File: src/rtl/core/peak_live_waste_tracker_defines.svh
// ----------------------------------------------------------------------------
// peak_live_waste_tracker assertion macros
// Shared concurrent assertion forms for the waste tracker RTL.
// ----------------------------------------------------------------------------
`ifndef PEAK_LIVE_WASTE_TRACKER_DEFINES_SVH
`define PEAK_LIVE_WASTE_TRACKER_DEFINES_SVH

// check a consequent in the same cycle as its antecedent
`define PLWT_ASSERT_SAME(lbl, clk, rst_n, ante, cons) \
  lbl: assert property (@(posedge clk) disable iff (!rst_n) (ante) |-> (cons)) \
    else $error("plwt same-cycle check failed");

// check a consequent in the cycle after its antecedent
`define PLWT_ASSERT_NEXT(lbl, clk, rst_n, ante, cons) \
  lbl: assert property (@(posedge clk) disable iff (!rst_n) (ante) |=> (cons)) \
    else $error("plwt next-cycle check failed");

`endif

File: src/rtl/core/plwt_pkg.sv
// ----------------------------------------------------------------------------
// plwt_pkg
// Types and constants shared by the waste tracker core and its cells.
// ----------------------------------------------------------------------------
`timescale 1ns / 1ps

package plwt_pkg;

  localparam int TIME_W  = 48;
  localparam int BYTES_W = 32;
  localparam int SUM_W   = 38;

  typedef struct packed {
    logic               clear_first;
    logic [TIME_W-1:0]  start_time;
    logic [TIME_W-1:0]  end_time;
    logic [BYTES_W-1:0] alloc_size;
    logic [BYTES_W-1:0] access_low;
    logic [BYTES_W-1:0] access_high;
  } plwt_in_t;

  typedef struct packed {
    logic [SUM_W-1:0] running_waste;
    logic [SUM_W-1:0] max_waste;
    logic             skipped;
    logic             overflow;
  } plwt_out_t;

  typedef struct packed {
    logic               valid;
    logic [TIME_W-1:0]  end_time;
    logic [BYTES_W-1:0] waste;
  } plwt_entry_t;

  typedef enum logic [1:0] {
    OP_HOLD,
    OP_CLEAR,
    OP_POP,
    OP_INSERT
  } plwt_op_t;

  typedef struct packed {
    plwt_op_t           op;
    logic [TIME_W-1:0]  key;
    logic [BYTES_W-1:0] waste;
  } plwt_ctl_t;

endpackage

File: src/rtl/core/plwt_cell.sv
// ----------------------------------------------------------------------------
// plwt_cell
// One slot of the sorted live-entry chain, ordered by ascending end time.
// ----------------------------------------------------------------------------
`timescale 1ns / 1ps

module plwt_cell (
  input  logic                 clk,
  input  logic                 rst_n,
  input  plwt_pkg::plwt_ctl_t  ctl,
  input  logic                 prev_ins,
  input  plwt_pkg::plwt_entry_t prev_ent,
  input  plwt_pkg::plwt_entry_t next_ent,
  output plwt_pkg::plwt_entry_t ent_o,
  output logic                 ins_o
);
  import plwt_pkg::*;

  plwt_entry_t ent_r;
  plwt_entry_t ent_nxt;

  assign ent_o = ent_r;
  assign ins_o = !ent_r.valid || (ctl.key < ent_r.end_time);

  always_comb begin
    ent_nxt = ent_r;
    unique case (ctl.op)
      OP_HOLD:  ent_nxt = ent_r;
      OP_CLEAR: ent_nxt.valid = 1'b0;
      OP_POP:   ent_nxt = next_ent;
      OP_INSERT: begin
        if (prev_ins) begin
          ent_nxt = prev_ent;
        end else if (ins_o) begin
          ent_nxt.valid    = 1'b1;
          ent_nxt.end_time = ctl.key;
          ent_nxt.waste    = ctl.waste;
        end
      end
      default:  ent_nxt = ent_r;
    endcase
  end

  always_ff @(posedge clk) begin
    if (!rst_n) begin
      ent_r.valid <= 1'b0;
    end else begin
      ent_r <= ent_nxt;
    end
  end

endmodule

File: config.mk
export PLATFORM = sky130hd
export DESIGN_NAME = plwt_cell
export DESIGN_NICKNAME = d
export VERILOG_FILES = /design/src/rtl/core/peak_live_waste_tracker_defines.svh /design/src/rtl/core/plwt_pkg.sv /design/src/rtl/core/plwt_cell.sv
export SDC_FILE = /design/constraint.sdc
export NUM_CORES = 1
export LEC_CHECK = 0
export BUFFER_PORTS_ARGS = -buffer_cell sky130_fd_sc_hd__buf_2
export CORE_AREA = 2 2 127 129
export DETAILED_ROUTE_END_ITERATION = 10
export DIE_AREA = 0 0 129 131
export PLACE_DENSITY = 0.66
export SLEW_MARGIN = 0
export SYNTH_ARGS = -nofsm -noshare
export SYNTH_HDL_FRONTEND = slang
export SYNTH_SLANG_ARGS = --single-unit
export TNS_END_PERCENT = 10
File: constraint.sdc
create_clock -name clk -period 7.7 [get_ports clk]
set_clock_uncertainty 0.2 [all_clocks]
set_input_delay 0.385 -clock clk [delete_from_list [all_inputs] [get_ports clk]]
set_output_delay 0.385 -clock clk [all_outputs]
set_load 0.1 [all_outputs]
# --- After elaboration in Yosys (flattened, before gate mapping) ---
# Cells that the tools add are included.
# W data, S select, Z words.
totals:
  regBits: 81
  input_bits: 247
  output_inout_bits: 82
  wordCells: 19
op_classes:
  n_lt_le_gt_ge: 1
  eq_ne: 4
  mux: 4
  bitwise: 1
  n_reduce_logical: 6
ops:
  columns: ["cell", "n"]
  rows:
  - ["$mux W81", 2]
  - ["$pmux W80 S2", 1]
  - ["$lt A48 B48 Y1", 1]
  - ["$eq A2 B2 Y1 const B", 2]
  - ["$ne A3 B3 Y1 const B", 1]
  - ["$pmux W1 S3", 1]
  - ["$reduce_and A3 Y1", 1]
  - ["$eq A2 B1 Y1 const B", 1]
  - ["$logic_not A2 Y1", 1]
  - ["$reduce_and A2 Y1", 1]
  - ["$reduce_bool A2 Y1", 1]
  - ["$logic_not A1 Y1", 1]
  - ["$logic_or A1 B1 Y1", 1]
  - ["$not A1 Y1", 1]

# --- Depth between registers and ports, before layout ---
logic_depth:
  depth_word: 5
  ltp_mapped: 9
  mapped_depth_nobuf: 9

# --- Worst setup path after synthesis ---
# No wires, ideal clock.
synth_timing:
  kind: "register to register"
  start: "register ent_r, in the netlist ent_o[34]"
  end: "register ent_r, in the netlist ent_o[0] (enable)"
  setup_time_ps: 566
  arrival_ps: 6552
  required_time_ps: 6934
  path_slack_ps: 382
  path_stages_with_launch: 10
  path_buffers: 0
  period_less_slack_ps: 7318
  path_cell_list: "edfxtp_1 > inv_1 > ha_1 > a211oi_1 > o21ai_1 > a21oi_1 > nor3_1 > o311ai_1 > nand2_1 > a31oi_1"
synth_between:
  elab_chain_cells: 4
synth_lines:
  columns: ["element", "line_no", "source"]
  rows:
  - ["start: declaration", "plwt_cell.sv:19", "plwt_entry_t ent_r;"]
  - ["start signal: assignment", "plwt_cell.sv:48", "ent_r <= ent_nxt;"]
  - ["$lt A48 B48 Y1", "plwt_cell.sv:23", "assign ins_o = !ent_r.valid || (ctl.key < ent_r.end_time);"]
  - ["$logic_or A1 B1 Y1", "plwt_cell.sv:23", null]
  - ["$ne A3 B3 Y1 (no line)", null, null]
  - ["$reduce_and A3 Y1 (no line)", null, null]
# Every way passes these cells.
# A chain may end at the register's enable or synchronous reset.

# --- Final worst setup path ---
layout_timing:
  start: "register ent_r, in the netlist ent_o[34]"
  end: "output port ins_o"
layout_between:
  elab_chain_cells: 2
layout_lines:
  columns: ["element", "line_no", "source"]
  rows:
  - ["$lt A48 B48 Y1", "plwt_cell.sv:23", null]
  - ["$logic_or A1 B1 Y1", "plwt_cell.sv:23", null]
  - ["end: declaration", "plwt_cell.sv:15", "output logic ins_o"]
# Every way passes these cells.

==> metrics.csv <==
stage,metric,value,unit
logic_synthesis,yosys_warnings,0,
routing,wl_per_cell,14.70,um
clocking,h-tree-depth,3,
die,dieHeight,131,um
routing,drc,0,
logic_synthesis,yosysSeqAreaShare,45.95,%
routing,firstDrtPassIters,4,
placed_design,gp_congestion,0.7687,
final_layout,stdcell_count,1066,
routing,vias,4897,
clocking,numCtsBuffers,9,
clocking,cts_root_buffer,clkbuf_16,
global_route,grt_pass1_wl,22770,um
logic_synthesis,synth_seq_cells,81,
critical_path,slowest_stage,buf_2,
global_route,antenna_found_initial,1,
clocking,cts_buffer_depth,2,
critical_path,critPathArrivalTime,2710,ps
final_layout,area_delta_synth_final,39.83,%
placed_design,place_inst,1050,
logic_synthesis,synth.avg_cell_area,9.965,sq um
global_route,use_met1,19.66,%
logic_synthesis,synthCells,529,
global_route,use_met2,32.43,%
routing,via_per_inst,4.594,
die,dieArea,16900,sq um
final_layout,final_net_count,1139,
critical_path,crit_chain,"inv_1, ha_1, a211oi_1, o21ai_1, a21oi_1, nor3_1, o311ai_1, a21boi_1, o21ai_1, buf_2",
power,switchingPower,0.4575,mW
power,power_frac_seq,40.2,%
sta,finalCritPeriodShare,42.75,%
global_route,grt_max_degree,91,
final_layout,final_core_util,47.26,%
die,num_rows,46,
sta,hold_viol_final,0,
placed_design,portBuffers,328,
sta,tns,0,ps
worst_hold_path,hold_class,in -> reg,
sta,slew_violations,0,
logic_synthesis,syn_area,5271,sq um
global_route,grt_pass1_vias,4641,
logic_synthesis,synth_nets,823,
sta,slew_headroom,38.88,%
global_route,use_met3,5.212,%
critical_path,timing.critical_path.from_type,flop,
final_layout,design_area,7371,sq um
critical_path,r2r_slack,4600,ps
placed_design,place_hpwl,12570,um
global_route,grt_use_total,17.85,%
critical_path,cpMostUsedCell,o21ai_1,
die,io_pins,329,
routing,ant_nets,0,
critical_path,crit_required,7110,ps
run,cap_viol_max_count,0,
sta,setup_viol,0,
clocking,cts_resized,0,
sta,fmax,0.3038,GHz
logic_synthesis,synth-edff-count,80,
critical_path,max_stage_delay,460,ps
clocking,ctsHoldBuffers,0,
clocking,worstSkewPairLatency,340,ps
power,ir_drop,87.61,uV
die,die_w,129,um
placed_design,postPlaceCellArea,7117,sq um
clocking,cts_sinks,81,
final_layout,layout_commonest_cell,buf_2,
routing,drtIter0Drc,135,
global_route,grt.busiest_layer,met2,
routing,routed_wl,15670,um
final_layout,diodes,0,
logic_synthesis,ys.flop_type,edfxtp_1,
sta,whs,104.5,ps
clocking,cts_tree,done,
power,p_int,0.8478,mW
power,power_leakage,3.715,nW
power,clkPwrFrac,29.2,%
final_layout,drive_gt1_share,40.82,%
clocking,postCtsSetupBuffers,0,
sta,fin_crit,3291,ps
die,core_region_area,15600,sq um
final_layout,largest_reg_flops,81,
power,switching_share,35.05,%
logic_synthesis,async_flop_share,0,%
sta,rsz0062_at_grt,false,
run_status,status,finished clean,
logic_synthesis,ys_types,29,
critical_path,path_max_fanout,2,
sta,worstMarginPinSlew,916.8,ps
power,power_density,177.1,nW/um^2
critical_path,worst-setup-path-type,reg -> out,
critical_path,end_kind,primary output,
final_layout,layout_common_cells,"buf_2 (327), a21oi_1 (101), nor2_1 (84)",
clocking,cts.reportedPaths.clkPinSlew,60,ps
global_route,overflow,0,
die,initial_core_util,33.80,%
power,p_comb_share,30.5,%
-- power groups by stage --
stage	Sequential (mW)	Clock [mW]	Combinational, mW
2_1_floorplan	0.697	0	0.123
3_3_place_gp	0.534	0	0.400
3_5_place_dp	0.535	0	0.402
4_1_cts	0.525	0.396	0.403
5_1_grt	0.528	0.414	0.430
6_report	0.525	0.382	0.398
-- synthesized netlist by cell type (all sizes together) (2+ instances only) --
library cell	count	share of area, %
nand2	19	1.4
nor2	84	6.0
nand4	7	0.83
o21ai	9	0.85
edfxtp	80	46
mux2i	80	15
buf	14	1.3
a211oi	2	0.28
ha	47	11
a21oi	101	9.6
clkbuf	13	0.93
a21o	5	0.71
inv	47	3.3
nor3	5	0.66
nand3	5	0.47
-- routing by layer --
layer	share of wire, %	vias up
met4	2.0	2
met1	39	2152
li1	-	2525
met5	0.083	-
met2	51	196
met3	7.8	22
-- cell families after synthesis --
logic type | count (synthesis) | synth area share [%]
buffers and inverters | 74 | 5.554
muxes | 80 | 15.19
adders and majority gates | 47 | 11.16
DFF | 81 | 45.95
and+or+nand+nor | 125 | 9.969
AOI/OAI and AO/OA | 122 | 12.18
-- path summary, 6_finish.rpt --
kind	from	end	cells after the start
worst max register to register	ent_o[34]	ent_o[5]	10
worst min-delay path	ctl[81]	ent_o[80]	2
worst max-delay path	ent_o[34]	ins_o	10
worst min register to register	ent_o[80]	ent_o[80]	2
-- stage by stage --
| stage | power (mW) | setup WS, ps |
|---|---|---|
| global route | 1.371 | 4199 |
| finish | 1.305 | 4409 |
| CTS | 1.324 | 4365 |
| floorplan | 0.8201 | 381.8 |
| detailed placement | 0.9363 | 4463 |
| global placement | 0.9331 | 4450 |
-- worst max-delay path: cells and delay by family (launching register included) --
family	cells	cell delay, ps
buf+inv	2	530
compound gates	6	1110
flops	1	390
simple gates	1	100
fa+ha+maj	1	230
-- area by class of cell --
class,count,area (sq um)
Clock buffer,10,229.0
Clock inverter,6,25.02
Fill cell,1564,8227
Inverter,47,176.4
Multi-Input combinational cell,374,2574
Sequential cell,81,2422
Tap cell,216,270.3
Timing Repair Buffer,332,1674
Note: power is estimated with default switching activity, not from simulation.
